--- src/hw/rtl/mhu_pkg.sv ---
// ----------------------------------------------------------------------------
// mhu_pkg: shared types and constants for the MIME header unfolder
// Character codes, the scan mode encoding and the op queue entry format.
// ----------------------------------------------------------------------------
package mhu_pkg;

  localparam int unsigned MaxLenDefault = 1024;
  localparam int unsigned QDepth        = 4;

  localparam logic [7:0] ChColon = 8'h3A;
  localparam logic [7:0] ChSemi  = 8'h3B;
  localparam logic [7:0] ChComma = 8'h2C;
  localparam logic [7:0] ChEqual = 8'h3D;
  localparam logic [7:0] ChSpace = 8'h20;
  localparam logic [7:0] ChTab   = 8'h09;
  localparam logic [7:0] ChLf    = 8'h0A;
  localparam logic [7:0] ChCr    = 8'h0D;
  localparam logic [7:0] ChQuote = 8'h22;

  typedef enum logic [5:0] {
    MODE_NORMAL = 6'b000001,
    MODE_QUOTED = 6'b000010,
    MODE_LF     = 6'b000100,
    MODE_CR     = 6'b001000,
    MODE_CRLF   = 6'b010000,
    MODE_STOP   = 6'b100000
  } scan_mode_e;

  typedef enum logic [1:0] {
    OP_BYTE       = 2'd0,
    OP_SPACE_BYTE = 2'd1,
    OP_DONE       = 2'd2
  } op_kind_e;

  typedef struct packed {
    op_kind_e   kind;
    logic [7:0] data;
    logic       is_colon;   // separator colon outside quotes
  } op_t;

endpackage

--- src/hw/rtl/mhu_front.sv ---
// ----------------------------------------------------------------------------
// mhu_front: input classifier
// Tracks quoting, folding and white space; turns each byte that yields output, and the end mark, into an op.
// ----------------------------------------------------------------------------
module mhu_front import mhu_pkg::*; (
  input  logic       clk_i,
  input  logic       rst_ni,
  input  logic       in_valid_i,
  output logic       in_ready_o,
  input  logic [7:0] in_byte_i,
  input  logic       end_mark_i,
  input  logic       q_full_i,
  output logic       push_o,
  output op_t        push_op_o
);

  scan_mode_e mode_q, mode_d;
  logic       space_q, space_d;
  logic       sep_q, sep_d;
  logic       emit;
  logic       accept;

  assign in_ready_o = !q_full_i;
  assign accept     = in_valid_i && !q_full_i;
  assign push_o     = accept && emit;

  always_comb begin
    logic is_lws;
    logic is_sep;
    is_lws = (in_byte_i == ChSpace) || (in_byte_i == ChTab);
    is_sep = (in_byte_i == ChColon) || (in_byte_i == ChSemi) ||
             (in_byte_i == ChComma) || (in_byte_i == ChEqual);
    mode_d    = mode_q;
    space_d   = space_q;
    sep_d     = sep_q;
    emit      = 1'b0;
    push_op_o = '{kind: OP_BYTE, data: in_byte_i, is_colon: 1'b0};

    if (end_mark_i) begin
      emit           = 1'b1;
      push_op_o.kind = OP_DONE;
      mode_d         = MODE_NORMAL;
      space_d        = 1'b0;
      sep_d          = 1'b0;
    end else begin
      case (mode_q)
        MODE_NORMAL: begin
          if (is_sep) begin
            space_d            = 1'b0;
            emit               = 1'b1;
            push_op_o.is_colon = (in_byte_i == ChColon);
            sep_d              = 1'b1;
          end else if (is_lws) begin
            space_d = 1'b1;
          end else if (in_byte_i == ChLf) begin
            space_d = 1'b0;
            mode_d  = MODE_LF;
          end else if (in_byte_i == ChCr) begin
            space_d = 1'b0;
            mode_d  = MODE_CR;
          end else if (in_byte_i == ChQuote) begin
            // after_separator deliberately kept across the quoted string
            space_d = 1'b0;
            emit    = 1'b1;
            mode_d  = MODE_QUOTED;
          end else begin
            emit = 1'b1;
            if (sep_q) begin
              sep_d = 1'b0;
            end else if (space_q) begin
              push_op_o.kind = OP_SPACE_BYTE;
            end
            space_d = 1'b0;
          end
        end
        MODE_QUOTED: begin
          emit = 1'b1;
          if (in_byte_i == ChQuote) mode_d = MODE_NORMAL;
        end
        MODE_LF, MODE_CRLF: begin
          if (is_lws) begin
            space_d = 1'b1;
            mode_d  = MODE_NORMAL;
          end else begin
            mode_d = MODE_STOP;
          end
        end
        MODE_CR: begin
          if (in_byte_i == ChLf) begin
            mode_d = MODE_CRLF;
          end else if (is_lws) begin
            space_d = 1'b1;
            mode_d  = MODE_NORMAL;
          end else begin
            mode_d = MODE_STOP;
          end
        end
        default: ;  // stopped: ignore until end mark
      endcase
    end
  end

  always_ff @(posedge clk_i or negedge rst_ni) begin
    if (!rst_ni) begin
      mode_q  <= MODE_NORMAL;
      space_q <= 1'b0;
      sep_q   <= 1'b0;
    end else if (accept) begin
      mode_q  <= mode_d;
      space_q <= space_d;
      sep_q   <= sep_d;
    end
  end

endmodule

--- src/hw/rtl/mhu_queue.sv ---
// ----------------------------------------------------------------------------
// mhu_queue: op queue
// Small FIFO that decouples the classifier from the output sequencer.
// ----------------------------------------------------------------------------
module mhu_queue import mhu_pkg::*; (
  input  logic clk_i,
  input  logic rst_ni,
  input  logic push_i,
  input  op_t  push_op_i,
  output logic full_o,
  input  logic pop_i,
  output logic valid_o,
  output op_t  head_o
);

  localparam int unsigned PtrW = (QDepth > 1) ? $clog2(QDepth) : 1;
  localparam int unsigned CntW = $clog2(QDepth + 1);

  op_t             mem_q [QDepth];
  logic [PtrW-1:0] wr_q, rd_q;
  logic [CntW-1:0] cnt_q;
  logic            do_push, do_pop;

  assign full_o  = (cnt_q == CntW'(QDepth));
  assign valid_o = (cnt_q != '0);
  assign head_o  = mem_q[rd_q];
  assign do_push = push_i && !full_o;
  assign do_pop  = pop_i && valid_o;

  always_ff @(posedge clk_i) begin
    if (do_push) mem_q[wr_q] <= push_op_i;
  end

  always_ff @(posedge clk_i or negedge rst_ni) begin
    if (!rst_ni) begin
      wr_q  <= '0;
      rd_q  <= '0;
      cnt_q <= '0;
    end else begin
      if (do_push) wr_q <= (wr_q == PtrW'(QDepth - 1)) ? '0 : wr_q + 1'b1;
      if (do_pop)  rd_q <= (rd_q == PtrW'(QDepth - 1)) ? '0 : rd_q + 1'b1;
      if (do_push && !do_pop)      cnt_q <= cnt_q + 1'b1;
      else if (do_pop && !do_push) cnt_q <= cnt_q - 1'b1;
    end
  end

endmodule

--- src/hw/rtl/mhu_back.sv ---
// ----------------------------------------------------------------------------
// mhu_back: output sequencer
// Expands ops into result items, counts output bytes, tracks the first colon.
// ----------------------------------------------------------------------------
module mhu_back import mhu_pkg::*; #(
  parameter int unsigned MAX_LEN = MaxLenDefault
) (
  input  logic        clk_i,
  input  logic        rst_ni,
  input  logic        q_valid_i,
  input  op_t         q_head_i,
  output logic        q_pop_o,
  output logic        out_valid_o,
  input  logic        out_ready_i,
  output logic [7:0]  out_byte_o,
  output logic        byte_valid_o,
  output logic        done_res_o,
  output logic        colon_found_o,
  output logic [9:0]  colon_pos_o,
  output logic        run_last_o
);

  localparam int unsigned CntW = $clog2(MAX_LEN);
  localparam logic [CntW-1:0] MaxCnt = CntW'(MAX_LEN - 1);

  logic [CntW-1:0]    cnt_q, cnt_d;
  logic [CntW-1:0]    cpos_q, cpos_d;
  logic               cseen_q, cseen_d;
  logic               phase_q, phase_d;   // space half of a space+byte op sent
  logic               valid_q;
  logic               load;
  logic [CntW+9:0]    pos_ext;

  logic [7:0] byte_d;
  logic       bval_d, done_d, cfound_d, last_d;
  logic [9:0] cpos10_d;

  assign load        = q_valid_i && (!valid_q || out_ready_i);
  assign out_valid_o = valid_q;
  assign pos_ext     = {10'd0, cpos_q};

  always_comb begin
    logic bump;
    cnt_d    = cnt_q;
    cpos_d   = cpos_q;
    cseen_d  = cseen_q;
    phase_d  = phase_q;
    q_pop_o  = 1'b0;
    bump     = 1'b0;
    byte_d   = q_head_i.data;
    bval_d   = 1'b1;
    done_d   = 1'b0;
    cfound_d = 1'b0;
    cpos10_d = '0;
    last_d   = 1'b1;

    case (q_head_i.kind)
      OP_DONE: begin
        byte_d   = '0;
        bval_d   = 1'b0;
        done_d   = 1'b1;
        cfound_d = cseen_q;
        cpos10_d = cseen_q ? pos_ext[9:0] : '0;
        if (load) begin
          q_pop_o = 1'b1;
          cnt_d   = '0;
          cpos_d  = '0;
          cseen_d = 1'b0;
          phase_d = 1'b0;
        end
      end
      OP_SPACE_BYTE: begin
        bump = 1'b1;
        if (!phase_q) begin
          byte_d = ChSpace;
          last_d = 1'b0;
          if (load) phase_d = 1'b1;
        end else if (load) begin
          q_pop_o = 1'b1;
          phase_d = 1'b0;
        end
      end
      default: begin
        bump = 1'b1;
        if (load) q_pop_o = 1'b1;
        if (load && q_head_i.is_colon && !cseen_q) begin
          cseen_d = 1'b1;
          cpos_d  = cnt_q;
        end
      end
    endcase

    if (load && bump && cnt_q != MaxCnt) cnt_d = cnt_q + 1'b1;
  end

  always_ff @(posedge clk_i or negedge rst_ni) begin
    if (!rst_ni) begin
      valid_q <= 1'b0;
      cnt_q   <= '0;
      cpos_q  <= '0;
      cseen_q <= 1'b0;
      phase_q <= 1'b0;
    end else begin
      if (load)             valid_q <= 1'b1;
      else if (out_ready_i) valid_q <= 1'b0;
      cnt_q   <= cnt_d;
      cpos_q  <= cpos_d;
      cseen_q <= cseen_d;
      phase_q <= phase_d;
    end
  end

  always_ff @(posedge clk_i) begin
    if (load) begin
      out_byte_o    <= byte_d;
      byte_valid_o  <= bval_d;
      done_res_o    <= done_d;
      colon_found_o <= cfound_d;
      colon_pos_o   <= cpos10_d;
      run_last_o    <= last_d;
    end
  end

endmodule

--- src/hw/rtl/mime_header_unfold_compact_top.sv ---
// Path: an accepted input item becomes an op in the op queue, and the output sequencer
// loads its first result item from there. Throughput: 1 input item per cycle while the
// op queue is not full; an item that inserts a space before its byte holds the output
// sequencer for both of its results, set by its single output port. Results per item:
// 0, 1 or 2. A 4-entry op queue buffers the difference. Reset (rst_ni low, asynchronous)
// empties the queue and returns all state to the start of a header.
// ----------------------------------------------------------------------------
// mime_header_unfold_compact_top: MIME header unfolder and compactor
// Unfolds folded lines, compacts white space and reports the first colon.
// ----------------------------------------------------------------------------
module mime_header_unfold_compact_top import mhu_pkg::*; #(
  parameter int unsigned MAX_LEN = MaxLenDefault
) (
  input  logic        clk_i,
  input  logic        rst_ni,
  input  logic        s_axis_tvalid,
  output logic        s_axis_tready,
  input  logic [7:0]  s_axis_tdata,   // [7:0] in_byte
  input  logic        s_axis_tlast,   // end_mark
  output logic        m_axis_tvalid,
  input  logic        m_axis_tready,
  output logic [23:0] m_axis_tdata,   // [7:0] out_byte, [8] colon_found,
                                      // [18:9] colon_pos, [23:19] zero
  output logic [1:0]  m_axis_tuser,   // [0] byte_valid, [1] done_res
  output logic        m_axis_tlast    // run_last
);

  logic       q_push, q_full, q_pop, q_valid;
  op_t        q_in, q_head;
  logic [7:0] out_byte;
  logic       byte_valid, done_res, colon_found;
  logic [9:0] colon_pos;

  mhu_front u_front (
    .clk_i      (clk_i),
    .rst_ni     (rst_ni),
    .in_valid_i (s_axis_tvalid),
    .in_ready_o (s_axis_tready),
    .in_byte_i  (s_axis_tdata),
    .end_mark_i (s_axis_tlast),
    .q_full_i   (q_full),
    .push_o     (q_push),
    .push_op_o  (q_in)
  );

  mhu_queue u_queue (
    .clk_i     (clk_i),
    .rst_ni    (rst_ni),
    .push_i    (q_push),
    .push_op_i (q_in),
    .full_o    (q_full),
    .pop_i     (q_pop),
    .valid_o   (q_valid),
    .head_o    (q_head)
  );

  mhu_back #(.MAX_LEN(MAX_LEN)) u_back (
    .clk_i         (clk_i),
    .rst_ni        (rst_ni),
    .q_valid_i     (q_valid),
    .q_head_i      (q_head),
    .q_pop_o       (q_pop),
    .out_valid_o   (m_axis_tvalid),
    .out_ready_i   (m_axis_tready),
    .out_byte_o    (out_byte),
    .byte_valid_o  (byte_valid),
    .done_res_o    (done_res),
    .colon_found_o (colon_found),
    .colon_pos_o   (colon_pos),
    .run_last_o    (m_axis_tlast)
  );

  assign m_axis_tdata = {5'd0, colon_pos, colon_found, out_byte};
  assign m_axis_tuser = {done_res, byte_valid};

  // a result is either a character or a done marker, never both
  a_kind_onehot: assert property (@(posedge clk_i) disable iff (!rst_ni)
    m_axis_tvalid |-> $onehot(m_axis_tuser))
    else $error("result kind not one-hot");

  // character results carry no colon report
  a_char_no_colon: assert property (@(posedge clk_i) disable iff (!rst_ni)
    (m_axis_tvalid && m_axis_tuser[0]) |-> (m_axis_tdata[18:8] == 11'd0))
    else $error("colon fields set on character result");

  // done result always closes its run
  a_done_last: assert property (@(posedge clk_i) disable iff (!rst_ni)
    (m_axis_tvalid && m_axis_tuser[1]) |-> m_axis_tlast)
    else $error("done result without run_last");

  // classifier never pushes into a full queue
  a_no_overflow: assert property (@(posedge clk_i) disable iff (!rst_ni)
    q_push |-> !q_full)
    else $error("op queue overflow");

endmodule

--- config.mk ---
export PLATFORM = sky130hd
export DESIGN_NAME = mime_header_unfold_compact_top
export DESIGN_NICKNAME = d
export VERILOG_FILES = /design/src/hw/rtl/mhu_pkg.sv /design/src/hw/rtl/mhu_front.sv /design/src/hw/rtl/mhu_queue.sv /design/src/hw/rtl/mhu_back.sv /design/src/hw/rtl/mime_header_unfold_compact_top.sv
export SDC_FILE = /design/constraint.sdc
export NUM_CORES = 1
export LEC_CHECK = 0
export ABC_AREA = 0
export BUFFER_PORTS_ARGS = -buffer_cell sky130_fd_sc_hd__buf_2
export CAP_MARGIN = 30
export CORE_UTILIZATION = 50
export DETAILED_ROUTE_END_ITERATION = 12
export HOLD_SLACK_MARGIN = 0.02
export PLACE_DENSITY = 0.72
export SYNTH_ARGS = -nofsm -noshare
export SYNTH_HDL_FRONTEND = slang
export SYNTH_SLANG_ARGS = --single-unit
--- constraint.sdc ---
create_clock -name clk_i -period 4.45 [get_ports clk_i]
set_input_delay 0.445 -clock clk_i [delete_from_list [all_inputs] [get_ports clk_i]]
set_output_delay 0.445 -clock clk_i [all_outputs]
set_load 0.1 [all_outputs]
==> summary.txt, run 1 <==
Status
  – Outcome: finished clean

Clock network
  – Clock Latency Late Sink: 360 ps
  – # H-tree levels: 3
  – CTS Buffer Depth: 2
  – Post-CTS Resized: 0
  – Post-CTS Setup Bufs: 0
  – Hold-fix buffers at CTS: 0
  – CTS buffer count: 9
  – Clock Sinks: 104
  – TritonCTS clock tree: yes
  – CTS root buf: clkbuf_8
  – Worst-path clk slew: 100 ps

Hold path
  – Worst Hold Class: input port to async pin

Setup path
  – WP data arrival: 3760 ps
  – Cell Chain, Critical Path: mux4_2 > inv_1 > ha_1 > nor2_1 > a21oi_1 > nor2_1 > inv_1 > ha_1 > inv_1 > fa_1 > xor2_1 > nor2_1 > xor2_1
  – Delay-heaviest family, CP: adder cells
  – Crit Path Category: flip-flop to flip-flop
  – Critical path startpoint category: flip-flop
  – Worst path required time: 4740 ps
  – Worst path buffer plus inverter count: 3
  – Crit-path max FO: 14
  – Critical path's largest stage delay: 840 ps
  – Crit path capture type: flip-flop
  – Worst path slowest cell: dfrtp_1

STA
  – Slew Limit Headroom: 0.414
  – Max Clock Freq: 289 MHz
  – RSZ-0062 raised after global routing: no
  – Final period util: 0.779
  – Final TNS setup: 0 ps
  – Min Tclk post-route: 3470 ps
  – Final setup fails: 0
  – Fin Clk Skew: 13.7 ps
  – Slew Limit Fails: 0
  – Final Hold Fails: 0
  – Worst Max-Slew Pin Slew: 878 ps

Placed design
  – GP Congestion: 0.843
  – Post-detail-place hpwl: 5.46 mm
  – Inst Count DP: 493
  – Buffers added on ports: 36

Yosys
  – Largest area contributor in the netlist: edfxtp_1
  – Synth cell types: 69
  – Largest cells by area after synthesis: edfxtp_1 (42%), dfrtp_1 (19%), mux4_2 (5.2%), ha_1 (2.6%), a22o_1 (1.8%)
  – #FFs+latches synth: 104
  – Seq/Total Area, Yosys: 0.618
  – Cells after synthesis: 341
  – Prevailing post-synth register cell: edfxtp_1
  – Mapped Area: 0.00475 sq mm
  – Asr flop ratio synth: 0.365
  – EDFF count, synth: 66
  – Yosys warning count: 0
  – Top cell type's share of synthesized area: 0.417
  – Syn Area/Cell: 13.9 sq um

Final layout
  – Filler cells: 751
  – Syn-to-layout area delta: 9.28%
  – Layout Cells excl Fill: 510
  – Share of layout cells above drive strength 1: 0.210
  – Antenna diode count: 0
  – Nets: 400

Global route
  – Number of global-route vias before repair: 2750
  – Gr ovfl total: 0
  – Gr usage total: 0.179
  – Largest net degree at the start of global routing: 39
  – Antenna violations before repair: 0
  – First-pass GRT wire length: 13.5 mm

Pwr
  – Maximum VDD drop: 373 uV
  – Power per cell area: 717 mW/mm^2
  – Leakage: 0.00204 uW

Floorplan
  – IO Count: 42
  – Cell Rows: 35
  – Die ar.: 0.00989 sq mm
  – Core Region: 0.00924 sq mm
  – Die Y-Extent: 99.5 um
  – Initial core utilization: 0.514
  – Die W: 99.5 um

Drt
  – Routed Antenna Nets: 0
  – DRT iter0 DRCs: 95
  – Routed WL: 7.92 mm
  – Drt drc: 0
  – Via count: 2785
  – Drt wl/cell: 15.5 um
  – Vias per inst: 5.46
  – Router iterations before antenna repair: 4

Job
  – Max Cap Viol: 0
cell usage in the layout (no fill, tap or decap), drive strengths merged, types with 6 or more instances in the layout:
master / Yosys / layout
a21oi: 10 / 10
a22o: 10 / 10
and2: 6 / 6
and3: 12 / 12
buf: 11 / 37
clkbuf: 6 / 10
dfrtp: 37 / 37
edfxtp: 66 / 66
ha: 10 / 10
inv: 14 / 16
mux2: 9 / 9
mux4: 11 / 11
nand2: 20 / 20
nand2b: 6 / 6
nand3: 6 / 6
nor2: 14 / 14
nor2b: 8 / 8
nor3: 8 / 8
o21ai: 12 / 12
where the power goes:
part / switching, uW / leakage, uW / internal [uW]
Combinational: 1170 / 0.000846 / 485
Sequential: 199 / 0.00110 / 1350
Clock: 309 / 0.0000887 / 207
Total: 1680 / 0.00204 / 2040
cell usage after synthesis, types with 6 or more instances:
library cell	n
dfrtp_1	37
nand3_1	6
o21ai_0	6
o21ai_1	6
nand2_1	20
nand2b_1	6
and3_1	12
and2_1	6
mux4_2	11
buf_4	8
ha_1	10
nor3_1	7
a22o_1	10
mux2_1	6
inv_1	13
nor2b_1	8
a21oi_1	9
edfxtp_1	66
clkbuf_1	6
nor2_1	14
registers in the layout, summed over array words and instances, names as in the netlist, 2 cells and up:
signal and cells:
u_queue.rd_q 2, u_front.mode_q 6, u_queue.mem_q 44, u_back.cnt_q 10
u_back.colon_pos_o 10, u_queue.wr_q 2, u_queue.cnt_q 3, u_back.out_byte_o 8
u_back.cpos_q 10
logic make-up (layout without fill, tap and decap cells):
kind of cell             after synthesis  count (layout)  synth area share
AO/OA/AOI/OAI                         65              65             0.107
XOR/XNOR                               7               7            0.0129
adder cells (fa/ha/maj)               11              11            0.0306
buffers and inverters                 31              67            0.0311
flip-flops                           104             104             0.618
multiplexers                          20              20            0.0751
other                                  1               5          0.000790
AND/OR/NAND/NOR                      102             102             0.125
worst paths after layout:
| kind | start | slack (ps) | endpoint | depth (start not counted) |
|---|---|---|---|---|
| min reg2reg | u_queue.cnt_q[2]$_DFFE_PN0P_ | 500 | u_queue.cnt_q[2]$_DFFE_PN0P_ | 1 |
| max | u_queue.rd_q[0]$_DFFE_PN0P_ | 980 | u_queue.cnt_q[2]$_DFFE_PN0P_ | 13 |
| max in group asynchronous | rst_ni | 3700 | u_front.sep_q$_DFFE_PN0P_ | 1 |
| min in group clk_i | s_axis_tdata[7] | 370 | u_queue.mem_q[2][8]$_DFFE_PP_ | 1 |
| min | rst_ni | 200 | u_back.cpos_q[1]$_DFFE_PN0P_ | 1 |
| max reg2reg | u_queue.rd_q[0]$_DFFE_PN0P_ | 980 | u_queue.cnt_q[2]$_DFFE_PN0P_ | 13 |
area by class of cell:
type	count	area, sq um	area share
Clock inverter	6	43.8	0.00844
Clock buffer	10	128	0.0246
Sequential cell	104	2930	0.565
Multi-Input combinational cell	210	1680	0.324
Timing Repair Buffer	37	188	0.0362
Tap cell	129	161	0.0311
Inverter	14	52.6	0.0101
through the flow:
| stage | util | instance area, sq um | total power, uW | setup slack [ps] | hold WS, ps |
|---|---|---|---|---|---|
| final | 0.562 | 5190 | 3720 | 985 | 204 |
| after global routing | 0.562 | 5190 | 3960 | 688 | 256 |
| after CTS | 0.561 | 5180 | 3750 | 928 | 227 |
| after detailed placement | 0.542 | 5010 | 3240 | 947 | 483 |
| after global placement | 0.542 | 5010 | 3190 | 1090 | 475 |
| after floorplan | - | 4760 | 2940 | 1050 | 149 |
routing by layer:
| layer | up-vias | wire length [um] | track usage |
|---|---|---|---|
| li1 | 1356 | - | - |
| met1 | 1372 | 3470 | 0.216 |
| met2 | 48 | 4060 | 0.310 |
| met3 | 9 | 264 | 0.0464 |
| met4 | 0 | 122 | 0.0622 |
| met5 | - | 0 | 0 |
worst reg2reg max path, stage by stage, from the launching register on:
cell,delay (ps)
dfrtp_1,840
mux4_2,620
inv_1,70
ha_1,360
nor2_1,90
a21oi_1,130
nor2_1,90
inv_1,80
ha_1,180
inv_1,70
fa_1,430
xor2_1,170
nor2_1,120
xor2_1,150
No activity file was read; power rests on OpenSTA's default activity.
==> inputs of run 2 (changes only) <==
--- a/config.mk
+++ b/config.mk
@@ -5,13 +5,13 @@
 export SDC_FILE = /design/constraint.sdc
 export NUM_CORES = 1
 export LEC_CHECK = 0
-export ABC_AREA = 0
+export ABC_AREA = 1
 export BUFFER_PORTS_ARGS = -buffer_cell sky130_fd_sc_hd__buf_2
 export CAP_MARGIN = 30
 export CORE_UTILIZATION = 50
 export DETAILED_ROUTE_END_ITERATION = 12
 export HOLD_SLACK_MARGIN = 0.02
-export PLACE_DENSITY = 0.72
+export PLACE_DENSITY = 0.74
 export SYNTH_ARGS = -nofsm -noshare
 export SYNTH_HDL_FRONTEND = slang
 export SYNTH_SLANG_ARGS = --single-unit
==> constraint.sdc (replaced) <==
create_clock -name clk_i -period 2.9 [get_ports clk_i]
set_input_delay 0.29 -clock clk_i [delete_from_list [all_inputs] [get_ports clk_i]]
set_output_delay 0.29 -clock clk_i [all_outputs]
set_load 0.1 [all_outputs]
==> run 2 against run 1 <==
  * Sequential cell count unchanged
  * Largest power group unchanged
  * Combinational power grew 75%
  * Clock power grew 70%
  * Clock-buffer cell count is 1 lower
  * Largest cell class unchanged
==> summary.txt, run 2 <==
Status
  – Outcome: finished clean

Setup path
  – Critical path's largest stage delay: 460 ps
  – CP dominant cell by count: nand2_1
  – Worst path required time: 3200 ps
  – Crit-path max FO: 6
  – FF-to-FF setup slack: 310 ps
  – Reg-to-reg endpoint: u_queue.cnt_q[2]$_DFFE_PN0P_
  – Worst path buffer plus inverter count: 3
  – Crit Path Category: flip-flop to flip-flop
  – Critical path startpoint category: flip-flop
  – Worst path slowest cell: dfrtp_1
  – FF-to-FF path depth: 15
  – Crit path capture type: flip-flop
  – WP data arrival: 2890 ps
  – Worst setup path start: u_queue.rd_q[0]$_DFFE_PN0P_
  – Cell Chain, Critical Path: inv_2 > nand2_1 > a32oi_1 > inv_1 > ha_1 > nand2_1 > o21ai_0 > nand2_1 > ha_1 > inv_1 > fa_1 > nor2_1 > nor2_1 > nand2_1 > xor2_1
  – Delay-heaviest family, CP: adder cells
  – Reg2reg start: u_queue.rd_q[0]$_DFFE_PN0P_

Job
  – Max Cap Viol: 0

Drt
  – DRT iter0 DRCs: 157
  – Drt wl/cell: 13.2 um
  – Routed WL: 9.36 mm
  – Router iterations before antenna repair: 4
  – Via count: 3570
  – Routed Antenna Nets: 0
  – Vias per inst: 5.03
  – Drt drc: 0

Clock network
  – Clock Latency Late Sink: 380 ps
  – Post-CTS Resized: 0
  – CTS buffer count: 9
  – CTS root buf: clkbuf_8
  – # H-tree levels: 3
  – Post-CTS Setup Bufs: 0
  – CTS Buffer Depth: 2
  – Worst-path clk slew: 100 ps
  – TritonCTS clock tree: yes
  – Hold-fix buffers at CTS: 0
  – Clock Sinks: 104

Global route
  – Gr ovfl total: 0
  – Gr usage total: 0.197
  – Number of global-route vias before repair: 3391
  – Largest net degree at the start of global routing: 39
  – First-pass GRT wire length: 15.4 mm
  – Antenna violations before repair: 0

Floorplan
  – Initial core utilization: 0.525
  – Core Region: 0.00937 sq mm
  – Die W: 101 um
  – Die ar.: 0.0102 sq mm
  – Cell Rows: 35
  – IO Count: 42
  – Die Y-Extent: 101 um

Yosys
  – Synth cell types: 30
  – Mapped Area: 0.00492 sq mm
  – Cells after synthesis: 532
  – Syn Area/Cell: 9.25 sq um
  – Main combinational cell family by area after synthesis: simple AND/OR/NAND/NOR gates
  – Post-synthesis compound-gate area fraction: 0.0564
  – Largest cells by area after synthesis: edfxtp_1 (40%), dfrtp_1 (19%), nand2_1 (9.0%), nor2_1 (7.3%), inv_1 (4.4%)
  – Multiplexer area fraction after synthesis: 0
  – Largest area contributor in the netlist: edfxtp_1
  – EDFF count, synth: 66
  – Yosys warning count: 0
  – Adder-cell share of the synthesized area: 0.0295
  – #FFs+latches synth: 104
  – Post-synth top cells: nand2_1 (118), nor2_1 (96), edfxtp_1 (66)
  – Asr flop ratio synth: 0.365
  – XOR/XNOR Fraction of Synth Area: 0.0160
  – Simple logic cell fraction of the synthesized area: 0.232
  – Top cell type's share of synthesized area: 0.403
  – Most frequent cell after synthesis: nand2_1
  – Seq/Total Area, Yosys: 0.596
  – Prevailing post-synth register cell: edfxtp_1

Hold path
  – Worst Hold Class: input port to async pin

Placed design
  – Post-DP Area: 0.00526 sq mm
  – GP Congestion: 0.871
  – Post-detail-place hpwl: 6.57 mm
  – Buffers added on ports: 36

STA
  – Fin Clk Skew: 15.7 ps
  – Slew Limit Headroom: 0.422
  – Worst Max-Slew Pin Slew: 867 ps
  – Min Tclk post-route: 2590 ps
  – Max Clock Freq: 386 MHz
  – Final setup fails: 0
  – Final Hold Fails: 0
  – Final TNS setup: 0 ps
  – Final period util: 0.893
  – Slew Limit Fails: 0
  – RSZ-0062 raised after global routing: no

Final layout
  – Post-route cell area: 0.00546 sq mm
  – Nets: 600
  – Share of layout cells above drive strength 1: 0.139
  – Most frequent cells in the layout: nand2_1 (118), nor2_1 (96), edfxtp_1 (66)
  – Most common cell after layout, fill and taps aside: nand2_1
  – Syn-to-layout area delta: 10.9%
  – Register bank with the most flops: u_queue.mem_q
  – Max reg flops: 44
  – Antenna diode count: 0

Pwr
  – Maximum VDD drop: 564 uV
  – Leakage: 0.00243 uW
  – Power per cell area: 1090 mW/mm^2
  – PnR Total Power: 5940 uW
==> run 2: cell count changes after synthesis, moves of 12 or more <==
cell,delta
nand2_1,+98
inv_1,+45
nand3_1,+33
and3_1,-12
o21ai_0,+20
nor2_1,+82
==> run 2: layout make-up <==
class	instances	area [sq um]
multi-input combinational	351	1660
timing repair buffer	48	270
inverter	62	233
clock buffer	9	124
fill	822	3910
sequential	104	2940
tap	129	161
clock inverter	7	72.6
==> run 2: worst max-delay path by stage <==
stage / endpoint / slack [ps] / cells past startpoint
detailed placement: u_queue.cnt_q[2]$_DFFE_PN0P_ / 360 / 15
finish: u_queue.cnt_q[2]$_DFFE_PN0P_ / 310 / 15
global placement: u_queue.cnt_q[2]$_DFFE_PN0P_ / 490 / 15
global route: u_queue.cnt_q[2]$_DFFE_PN0P_ / 100 / 15
floorplan: u_queue.cnt_q[1]$_DFFE_PN0P_ / 100 / 11
CTS: u_queue.cnt_q[2]$_DFFE_PN0P_ / 320 / 15
==> run 2: kinds of logic (layout without fill, tap and decap cells) <==
| family | after synthesis | after routing |
|---|---|---|
| flip-flops | 104 | 104 |
| other | 1 | 5 |
| AO/OA/AOI/OAI | 51 | 51 |
| XOR/XNOR | 9 | 9 |
| AND/OR/NAND/NOR | 275 | 275 |
| adder cells (fa/ha/maj) | 11 | 11 |
| buffers and inverters | 81 | 126 |
==> run 2: routing by layer <==
metal	GRT usage	wire, um
met1	0.248	4210
met2	0.340	4570
met3	0.0366	440
met4	0.0747	140
met5	0	0
==> run 2: power by group <==
part	switching [uW]	total, uW	internal (uW)
clock network	539	877	338
logic	2220	2880	658
registers	167	2180	2020
total	2920	5940	3010
==> run 2: through the flow <==
step           instances  utilization  hold slack (ps)  worst slack, ps
6_report             710        0.582             23.3              311
4_1_cts              710        0.582             54.7              321
3_3_place_gp         694        0.561              456              491
5_1_grt              710        0.582              102             96.2
3_5_place_dp         694        0.561              459              362
2_1_floorplan        536            -            -5.59              101
